[config.mk]
export PLATFORM = sky130hd
export DESIGN_NAME = calendar_to_epoch_seconds
export DESIGN_NICKNAME = d
export VERILOG_FILES = /design/src/design/c2e_pkg.sv /design/src/design/c2e_front.sv /design/src/design/c2e_queue.sv /design/src/design/c2e_back.sv /design/src/design/calendar_to_epoch_seconds.sv
export VERILOG_INCLUDE_DIRS = /design/src /design/src/design
export SDC_FILE = /design/constraint.sdc
export NUM_CORES = 1
export LEC_CHECK = 0
export BUFFER_PORTS_ARGS = -buffer_cell sky130_fd_sc_hd__clkbuf_2
export CAP_MARGIN = 20
export CORE_MARGIN = 3
export CORE_UTILIZATION = 59
export CTS_BUF_LIST = sky130_fd_sc_hd__clkbuf_16
export DETAILED_ROUTE_END_ITERATION = 12
export HOLD_SLACK_MARGIN = 0.05
export MAX_ROUTING_LAYER = met4
export PLACE_DENSITY_LB_ADDON = 0.05
export SLEW_MARGIN = 30
export SYNTH_ARGS = -nofsm -noshare
export SYNTH_HDL_FRONTEND = slang
export SYNTH_SLANG_ARGS = --single-unit
[constraint.sdc]
create_clock -name clk -period 8.77 [get_ports clk]
set_input_delay 2.631 -clock clk [delete_from_list [all_inputs] [get_ports clk]]
set_output_delay 2.631 -clock clk [all_outputs]
set_load 0.1 [all_outputs]
[src/design/assert_macros.svh]
// Assertion helpers shared by the RTL modules.
`ifndef ASSERT_MACROS_SVH
`define ASSERT_MACROS_SVH

// Clocked assertion, disabled while reset is high.
`define ASSERT_CLK(lbl, clk, rst, prop, msg) \
  lbl: assert property (@(posedge clk) disable iff (rst) (prop)) else $error(msg);

// Implication a |-> b, disabled while reset is high.
`define ASSERT_IMPL(lbl, clk, rst, ante, cons, msg) \
  `ASSERT_CLK(lbl, clk, rst, (ante) |-> (cons), msg)

`endif

[src/design/c2e_pkg.sv]
// ----------------------------------------------------------------------------
// c2e_pkg
// Types and constants for the calendar to epoch seconds converter.
// ----------------------------------------------------------------------------
package c2e_pkg;

  // Calendar reading, one per input transaction
  typedef struct packed {
    logic [5:0]  second;
    logic [5:0]  minute;
    logic [4:0]  hour;
    logic [4:0]  day_of_month;
    logic [3:0]  month_number;
    logic [11:0] year_number;
    logic [3:0]  weekday;
  } reading_t;

  // Result, one per output transaction
  typedef struct packed {
    logic [35:0] epoch_seconds;
    logic        used_default;
  } result_t;

  // Checked work item passed from front to back (March-based month/year)
  typedef struct packed {
    logic [11:0] year_shift;
    logic [3:0]  month_shift;
    logic [4:0]  day;
    logic [4:0]  hour;
    logic [5:0]  minute;
    logic [5:0]  second;
    logic        used_default;
  } job_t;

  // Range check limits
  localparam logic [5:0]  SEC_MAX     = 6'd59;
  localparam logic [5:0]  MIN_MAX     = 6'd59;
  localparam logic [4:0]  HOUR_MAX    = 5'd24;
  localparam logic [3:0]  MONTH_MAX   = 4'd12;
  localparam logic [11:0] EPOCH_YEAR  = 12'd1970;
  localparam logic [3:0]  WEEKDAY_MAX = 4'd8;
  localparam logic [3:0]  FEBRUARY    = 4'd2;
  localparam logic [3:0]  MONTH_WRAP  = 4'd10;

  // Substitute reading: 1970-01-01 00:00:00
  localparam logic [4:0]  EPOCH_DAY   = 5'd1;
  localparam logic [3:0]  EPOCH_MONTH = 4'd1;

  // Day count constants
  localparam logic [20:0] DAY_OFFSET    = 21'd719499;
  localparam logic [8:0]  DAYS_PER_YEAR = 9'd365;
  // floor(x / 100) = (x * RECIP_100) >> RECIP_SHIFT for x < 4096
  localparam logic [12:0] RECIP_100     = 13'd5243;
  localparam int          RECIP_SHIFT   = 19;

  // Time of day constants
  localparam logic [16:0] SEC_PER_DAY  = 17'd86400;
  localparam logic [11:0] SEC_PER_HOUR = 12'd3600;
  localparam logic [5:0]  SEC_PER_MIN  = 6'd60;

  // floor(367 * m / 12) for the March-based month m = 1..12
  function automatic logic [8:0] month_days(input logic [3:0] m);
    logic [8:0] r;
    unique case (m)
      4'd1:    r = 9'd30;
      4'd2:    r = 9'd61;
      4'd3:    r = 9'd91;
      4'd4:    r = 9'd122;
      4'd5:    r = 9'd152;
      4'd6:    r = 9'd183;
      4'd7:    r = 9'd214;
      4'd8:    r = 9'd244;
      4'd9:    r = 9'd275;
      4'd10:   r = 9'd305;
      4'd11:   r = 9'd336;
      4'd12:   r = 9'd367;
      default: r = 9'd0;
    endcase
    return r;
  endfunction

endpackage

[src/design/c2e_front.sv]
// ----------------------------------------------------------------------------
// c2e_front
// Accepts readings, checks ranges, substitutes the epoch date on failure and
// shifts month/year to the March-based count. One register stage.
// ----------------------------------------------------------------------------
module c2e_front (
  input  logic              clk,
  input  logic              rst,
  input  logic              start,
  input  c2e_pkg::reading_t reading,
  input  logic              q_full,
  output logic              busy,
  output logic              push,
  output c2e_pkg::job_t     push_item
);
  import c2e_pkg::*;

  logic     f_valid;
  job_t     f_item;
  job_t     item_next;
  logic     reading_ok;
  logic     accept;
  reading_t r;

  // Handshake: hold off only when the staged item cannot enter the queue
  assign busy   = f_valid && q_full;
  assign accept = start && !busy;
  assign push   = f_valid && !q_full;

  // Range check
  assign reading_ok = (reading.second <= SEC_MAX) && (reading.minute <= MIN_MAX)
                   && (reading.hour <= HOUR_MAX) && (reading.day_of_month != '0)
                   && (reading.month_number != '0) && (reading.month_number <= MONTH_MAX)
                   && (reading.year_number >= EPOCH_YEAR)
                   && (reading.weekday != '0) && (reading.weekday <= WEEKDAY_MAX);

  // Substitution and month shift
  always_comb begin
    r = reading;
    if (!reading_ok) begin
      r.second       = '0;
      r.minute       = '0;
      r.hour         = '0;
      r.day_of_month = EPOCH_DAY;
      r.month_number = EPOCH_MONTH;
      r.year_number  = EPOCH_YEAR;
    end
    item_next.day          = r.day_of_month;
    item_next.hour         = r.hour;
    item_next.minute       = r.minute;
    item_next.second       = r.second;
    item_next.used_default = !reading_ok;
    if (r.month_number <= FEBRUARY) begin
      item_next.month_shift = r.month_number + MONTH_WRAP;
      item_next.year_shift  = r.year_number - 12'd1;
    end else begin
      item_next.month_shift = r.month_number - FEBRUARY;
      item_next.year_shift  = r.year_number;
    end
  end

  // Staging register
  always_ff @(posedge clk) begin
    if (rst) begin
      f_valid <= 1'b0;
    end else if (accept) begin
      f_valid <= 1'b1;
    end else if (push) begin
      f_valid <= 1'b0;
    end
    if (accept) begin
      f_item <= item_next;
    end
  end

  assign push_item = f_item;

endmodule

[src/design/c2e_queue.sv]
// ----------------------------------------------------------------------------
// c2e_queue
// Small FIFO between the front and back parts.
// ----------------------------------------------------------------------------
`include "assert_macros.svh"
module c2e_queue #(
  parameter int DEPTH = 2
) (
  input  logic          clk,
  input  logic          rst,
  input  logic          push,
  input  c2e_pkg::job_t push_item,
  input  logic          pop,
  output logic          full,
  output logic          empty,
  output c2e_pkg::job_t pop_item
);
  import c2e_pkg::*;

  localparam int PTR_W = (DEPTH > 1) ? $clog2(DEPTH) : 1;
  localparam int CNT_W = $clog2(DEPTH + 1);

  job_t             mem [DEPTH];
  logic [PTR_W-1:0] wr_ptr;
  logic [PTR_W-1:0] rd_ptr;
  logic [CNT_W-1:0] count;

  assign full     = (count == CNT_W'(DEPTH));
  assign empty    = (count == '0);
  assign pop_item = mem[rd_ptr];

  // Storage and pointers
  always_ff @(posedge clk) begin
    if (rst) begin
      wr_ptr <= '0;
      rd_ptr <= '0;
      count  <= '0;
    end else begin
      if (push) begin
        wr_ptr <= (wr_ptr == PTR_W'(DEPTH - 1)) ? '0 : wr_ptr + 1'b1;
      end
      if (pop) begin
        rd_ptr <= (rd_ptr == PTR_W'(DEPTH - 1)) ? '0 : rd_ptr + 1'b1;
      end
      if (push && !pop) begin
        count <= count + 1'b1;
      end else if (pop && !push) begin
        count <= count - 1'b1;
      end
    end
    if (push) begin
      mem[wr_ptr] <= push_item;
    end
  end

  `ASSERT_IMPL(a_no_push_full, clk, rst, full, !push, "push into full queue")
  `ASSERT_IMPL(a_no_pop_empty, clk, rst, pop, !empty, "pop from empty queue")
  `ASSERT_CLK(a_count_range, clk, rst, count <= CNT_W'(DEPTH), "queue count overflow")

endmodule

[src/design/c2e_back.sv]
// ----------------------------------------------------------------------------
// c2e_back
// Three-stage pipeline: day count terms, day number, epoch seconds.
// Never stalls, so it pops the queue whenever an item is waiting.
// ----------------------------------------------------------------------------
`include "assert_macros.svh"
module c2e_back (
  input  logic             clk,
  input  logic             rst,
  input  logic             empty,
  input  c2e_pkg::job_t    pop_item,
  output logic             pop,
  output logic             done,
  output c2e_pkg::result_t result
);
  import c2e_pkg::*;

  // Stage A registers
  logic        va;
  logic [9:0]  a_q4;
  logic [5:0]  a_q100;
  logic [3:0]  a_q400;
  logic [20:0] a_yr365;
  logic [8:0]  a_mdays;
  logic [4:0]  a_day;
  logic [16:0] a_tod;
  logic        a_flag;
  // Stage B registers
  logic        vb;
  logic [19:0] b_days;
  logic [16:0] b_tod;
  logic        b_flag;
  // Stage C registers
  logic        vc;
  result_t     c_res;

  logic [24:0] prod100;
  logic [22:0] prod400;
  logic [20:0] yr365;
  logic [16:0] tod;
  logic [20:0] days_sum;
  logic [35:0] sec_full;

  assign pop = !empty;

  // Stage A: divisions by reciprocal, year days, time of day
  assign prod100 = 25'(pop_item.year_shift) * 25'(RECIP_100);
  assign prod400 = 23'(pop_item.year_shift[11:2]) * 23'(RECIP_100);
  assign yr365   = 21'(pop_item.year_shift) * 21'(DAYS_PER_YEAR);
  assign tod     = 17'(pop_item.hour) * 17'(SEC_PER_HOUR)
                 + 17'(pop_item.minute) * 17'(SEC_PER_MIN)
                 + 17'(pop_item.second);

  // Stage B: day number since epoch (never negative, fits 20 bits)
  assign days_sum = a_yr365 + 21'(a_q4) + 21'(a_q400) + 21'(a_mdays) + 21'(a_day)
                  - 21'(a_q100) - DAY_OFFSET;

  // Stage C: seconds (largest value stays below 2^36)
  assign sec_full = 36'(b_days) * 36'(SEC_PER_DAY) + 36'(b_tod);

  always_ff @(posedge clk) begin
    if (rst) begin
      va <= 1'b0;
      vb <= 1'b0;
      vc <= 1'b0;
    end else begin
      va <= pop;
      vb <= va;
      vc <= vb;
    end
    a_q4    <= pop_item.year_shift[11:2];
    a_q100  <= prod100[24:RECIP_SHIFT];
    a_q400  <= prod400[22:RECIP_SHIFT];
    a_yr365 <= yr365;
    a_mdays <= month_days(pop_item.month_shift);
    a_day   <= pop_item.day;
    a_tod   <= tod;
    a_flag  <= pop_item.used_default;
    b_days  <= days_sum[19:0];
    b_tod   <= a_tod;
    b_flag  <= a_flag;
    c_res.epoch_seconds <= sec_full;
    c_res.used_default  <= b_flag;
  end

  assign done   = vc;
  assign result = c_res;

  `ASSERT_IMPL(a_done_from_pop, clk, rst, done, $past(pop, 3), "result without popped item")
  `ASSERT_IMPL(a_pop_to_done, clk, rst, $past(pop, 3) && !$past(rst, 2), done,
               "popped item lost")
  `ASSERT_IMPL(a_default_zero, clk, rst, done && result.used_default,
               result.epoch_seconds == '0, "substituted reading gave nonzero seconds")

endmodule

[src/design/calendar_to_epoch_seconds.sv]
// ----------------------------------------------------------------------------
// calendar_to_epoch_seconds
// Calendar reading to Unix epoch seconds, with range check and fallback.
// ----------------------------------------------------------------------------
// A reading is taken on a clock edge with start high and busy low; one
// reading per cycle is sustained. Its result appears with done high for a
// single cycle, after passing the front check register, the queue, and the
// first conversion stages (day terms, day number); the third stage (seconds)
// is the output register. The receiver cannot stall, so the back end drains
// the queue every cycle and busy stays low in normal use. Readings that
// fail the range check give zero seconds with used_default set.
module calendar_to_epoch_seconds #(
  parameter int QUEUE_DEPTH = 2
) (
  input  logic              clk,
  input  logic              rst,
  input  logic              start,
  output logic              busy,
  input  c2e_pkg::reading_t reading,
  output logic              done,
  output c2e_pkg::result_t  result
);
  import c2e_pkg::*;

  logic q_full;
  logic q_empty;
  logic push;
  logic pop;
  job_t push_item;
  job_t pop_item;

  c2e_front u_front (
    .clk       (clk),
    .rst       (rst),
    .start     (start),
    .reading   (reading),
    .q_full    (q_full),
    .busy      (busy),
    .push      (push),
    .push_item (push_item)
  );

  c2e_queue #(
    .DEPTH (QUEUE_DEPTH)
  ) u_queue (
    .clk       (clk),
    .rst       (rst),
    .push      (push),
    .push_item (push_item),
    .pop       (pop),
    .full      (q_full),
    .empty     (q_empty),
    .pop_item  (pop_item)
  );

  c2e_back u_back (
    .clk      (clk),
    .rst      (rst),
    .empty    (q_empty),
    .pop_item (pop_item),
    .pop      (pop),
    .done     (done),
    .result   (result)
  );

endmodule
; Word level (Yosys, flattened, before mapping)
; Memories as Yosys holds them, arrays and structs flattened. A register that Yosys moved wholly into a read port is not among the register bits.
; Index checks and enable logic that the tools add are counted.
; Widths: inputs -> output; s select.
[totals]
mem_bits_rw = 78
memories = 2
reg_bits = 185
romBits = 144
in_bits = 45
[mem_list]
columns = name, depth, word_bits, rd, rd_clocked_by_memory_dff, wr, line
row1 = (no name shown), 16, 9, 1, 1, 0, c2e_pkg.sv:64  ; unique case (m)
row2 = u_queue.mem, 2, 39, 1, 1, 1, c2e_queue.sv:23  ; job_t mem [DEPTH];
[op_classes]
order_cmp = 7
addsub = 16
muxes = 12
multipliers = 6
n_eq_ne = 1
reduce_logical = 24
[ops]
columns = cell, n
row1 = $add 36x17->36, 1
row2 = $mux 16, 2
row3 = $mul 20x10->29 const B, 1
row4 = $mul 12x13->25 const B, 1
row5 = $mul 10x13->23 const B, 1
row6 = $add 20x10->20, 1
row7 = $add 20x4->20, 1
row8 = $add 20x5->20, 1
row9 = $add 20x9->20, 1
row10 = $mul 12x9->20 const B, 1
row11 = $sub 20x20->20 const B, 1
row12 = $sub 20x6->20, 1
row13 = $add 17x12->17, 1
row14 = $add 17x6->17, 1
row15 = $logic_and 1x1->1, 13
row16 = $mul 5x8->13 const B, 1
row17 = $ge 12x11->1 const B, 1
row18 = $le 6x6->1 const B, 2
row19 = $sub 12x1->12 const B, 1
row20 = $mul 6x4->10 const B, 1
row21 = $le 4x4->1 const B, 2
row22 = $mux 1, 8
row23 = $reduce_bool 4->1, 2
row24 = $le 5x5->1 const B, 1
row25 = 12 further kinds, 19

; Longest topological paths before layout
[logic_depth]
ltp_word = 12
ltp_mapped = 23
mapped_depth_nobuf = 20

; Hierarchy
; A second synthesis with hierarchy kept.
[hier_totals]
cells_unflattened = 1904
area_unflattened_um2 = 21026.4
[by_module_without_submodules]
columns = mod, cells_each, n_inst, seq_area_each_um2, area_each_um2
row1 = c2e_back, 1614, 1, 3002.9, 16130.5
row2 = c2e_queue, 143, 1, 2442.3, 3017.9
row3 = c2e_front, 147, 1, 1191.1, 1878.1

; Worst setup path before layout
; OpenSTA, ideal clock, no wires.
[synth_timing]
path_kind = reg-to-reg
start = reg (tool-made name)
end = reg u_back.a_q400[1]
path_buffers = 3
slack_ns = 2.508
path_stages_with_launch = 24
period_less_slack_ns = 6.262
arrival_ns = 6.136
path_cell_list = dfxtp_1 clkbuf_1 clkbuf_1 clkbuf_1 mux2i_1 inv_1 fa_1 inv_1 fa_1 inv_1 fa_1 fa_1 inv_1 fa_1 inv_1 ha_1 a211o_1 a21oi_1 nand2_1 o21ai_0 o22ai_1 o211ai_1 o21bai_1 xor2_1
[synth_lines]
columns = item, line
row1 = end signal: assignment, c2e_back.sv:73  ; a_q400 <= prod400[22:RECIP_SHIFT];
row2 = end: declaration, c2e_back.sv:22  ; logic [3:0] a_q400;

==> flow_summary.toml <==
[setup_path]
ff2ff_path_depth = 20
r2r_setup_slack_ns = 2.78
critPathLaunchType = "flip-flop"
cp_max_fo = 11
r2r-end = "u_back.a_q400[3]"
required_ns = 9.23
path_class = "reg -> reg"
worstPathArrival_ns = 6.46
crit_path_end_kind = "flip-flop"

[finish]
antenna_cells = 0
syn2layout_area_growth_pct = 9.44
drive_gt1_share_pct = 9.38
num-nets-final = 2581
final_common_cell = "ha_1"
layout_common_cells = "363 x ha_1, 355 x inv_1, 172 x fa_1, 155 x dfxtp_1, 117 x edfxtp_1"

[logic_synthesis]
ys_seq_elements = 273
synth-xor-area-share_pct = 5.65
synth_adder_area_share_pct = 38.4
synthSimpleGateAreaFrac_pct = 7.08
synth_area_um2 = 20800
synth-async-reset-ratio_pct = 0
syn_area_per_cell_um2 = 11.0
synth_cells = 1897
synthMuxAreaShare_pct = 2.24
synth_top_family_by_area = "adder cells"
ys.flop_type = "dfxtp_1"
syn-num-nets = 2477
yosysSeqAreaShare_pct = 31.9
synth-compound-area-share_pct = 8.11
synth.distinct_cells = 69
yosysWarnings = 0
synth_enable_flop_cells = 117

[sta]
hold_viol_final = 0
period_needed_ns = 5.99
relSlewSlack_pct = 49.3
finClkSkew_ns = 0.0279
tns_ns = 0
setup_violations = 0
fmax_ghz = 0.167
slew_viol_final = 0
rsz0062_at_grt = "no"
tightest_slew_ns = 0.758
fin_crit_sh_pct = 68.4

[clock_tree]
cts_resized = 0
cts_buffers = 30
clk_pin_slew_ns = 0.06
cts_tree = "built"
clock_latency_ns = 0.58
post_cts.repair.setup_buffers = 0
hold_buffers = 0
cts-root-buf = "clkbuf_16"
clockBufferDepth = 3
h-tree-depth = 1
numClockSinks = 273

[drt]
drt-vias-per-instance = 5.23
vias = 13000
post_drt_wl_per_cell_um = 14.9
drt_wl_total_mm = 37.0
ant_nets = 0
drc = 0
drt_iter0_drc = 490
dr.pass1.iters = 6

[die]
num_rows = 68
die_y_um = 194
start_util_pct = 60.1
dieWidth_um = 194
dieArea_um2 = 37600
ios = 84
core_um2 = 34600

[global_routing]
grt_overflow_total = 0
grt_pass1_wl_mm = 63.4
grt_start_max_net_pins = 40
grt_pass1_vias = 13300
grtUsageTotal_pct = 20.8
antenna_found_initial = 0

[min_path]
min_from = "u_back.a_tod[8]"
min_to = "u_back.b_tod[8]"
hp-class = "reg -> reg"
min_path_cells = 0

[flow_run]
drv_cap = 0

[placement]
io_buffers = 83
dp_hpwl_mm = 30.6
place_congestion = 0.872

[outcome]
outcome = "completed"
==> metal layers <==
layer,wire [µm],track usage [%]
met1,16600,25.8
met2,18700,37.1
met3,935,2.29
met4,793,4.42
met5,0,-
==> critical path: stages, from the launching register on <==
cell      delay (ns)
dfxtp_2         0.51
mux2i_1         0.54
inv_1           0.31
fa_1            0.61
inv_1           0.07
fa_1            0.51
inv_1           0.06
fa_1            0.56
fa_1            0.56
inv_1           0.05
fa_1            0.47
inv_1           0.04
ha_1            0.21
a211o_1         0.26
a21oi_1         0.15
nand2_1         0.06
o21ai_0         0.19
o22ai_1         0.18
nor2_1          0.20
o221ai_1        0.17
xor2_1          0.17
==> through the flow <==
stage | setup slack (ns) | cells | cell area, µm² | hold WS (ns) | utilization, %
5_1_grt | 2.42 | 2480 | 22800 | 0.330 | 65.8
2_1_floorplan | 2.51 | 1897 | 20800 | 0.310 | -
4_1_cts | 2.73 | 2480 | 22800 | 0.326 | 65.8
3_3_place_gp | 2.78 | 2423 | 21800 | 0.310 | 62.9
3_5_place_dp | 2.70 | 2424 | 21800 | 0.312 | 63.0
6_report | 2.78 | 2480 | 22800 | 0.326 | 65.8
==> layout make-up <==
type	instances	area (µm²)
repair buffers	87	465
multi-input cells	1255	12800
flip-flops and latches	273	6640
inverters	354	1330
clock inverters	26	213
clock buffers	30	751
fillers	2686	11900
well taps	455	569
==> state kept, by name, summed over array words and instances, names as in the netlist, 2 cells and up, named ones only <==
name / flops
u_queue.count: 2
u_back.b_days: 20
u_back.a_day: 5
u_back.a_q100: 6
u_back.a_tod: 17
u_back.result: 37
u_back.a_q400: 4
u_queue.mem: 78
u_back.a_q4: 10
u_front.push_item: 39
u_back.b_tod: 17
u_back.a_yr365: 20
u_back.a_mdays: 9
==> worst max-delay path by stage <==
| stage | endpoint | slack, ns | cells after the start |
|---|---|---|---|
| after floorplan | u_back.a_q400[1] | 2.51 | 23 |
| after global placement | u_front.push_item[35] | 2.78 | 12 |
| after detailed placement | u_front.push_item[35] | 2.70 | 12 |
| after CTS | u_back.a_q100[5] | 2.73 | 17 |
| after global routing | u_back.a_q400[3] | 2.42 | 20 |
| final | u_back.a_q400[3] | 2.78 | 20 |
==> cell usage after synthesis (14+ instances only) <==
library cell | number | share of area [%]
ha_1 | 363 | 22
inv_1 | 354 | 6.4
fa_1 | 172 | 17
dfxtp_1 | 156 | 15
edfxtp_1 | 117 | 17
xnor2_1 | 93 | 3.9
nor2_1 | 79 | 1.4
a21oi_1 | 74 | 1.8
nand2_1 | 56 | 1.0
o21ai_0 | 47 | 1.1
xor2_1 | 38 | 1.6
a21o_1 | 31 | 1.1
and2_1 | 29 | 0.87
mux2_2 | 28 | 1.5
nand3_1 | 23 | 0.55
nor3_1 | 18 | 0.43
mux2i_1 | 15 | 0.72
o21bai_1 | 15 | 0.54
clkbuf_1 | 14 | 0.25
==> cells by family (layout without fill, tap and decap cells) <==
kind of cell | Yosys count | in the layout
compound gates | 258 | 258
xor+xnor | 132 | 132
fa+ha+maj | 535 | 535
buf+inv | 369 | 497
flops | 273 | 273
mux | 43 | 43
simple gates | 287 | 287
Power is left out: the tool's default activity adds up to more than one toggle a clock period on the data nets, which glitch-free logic cannot reach.
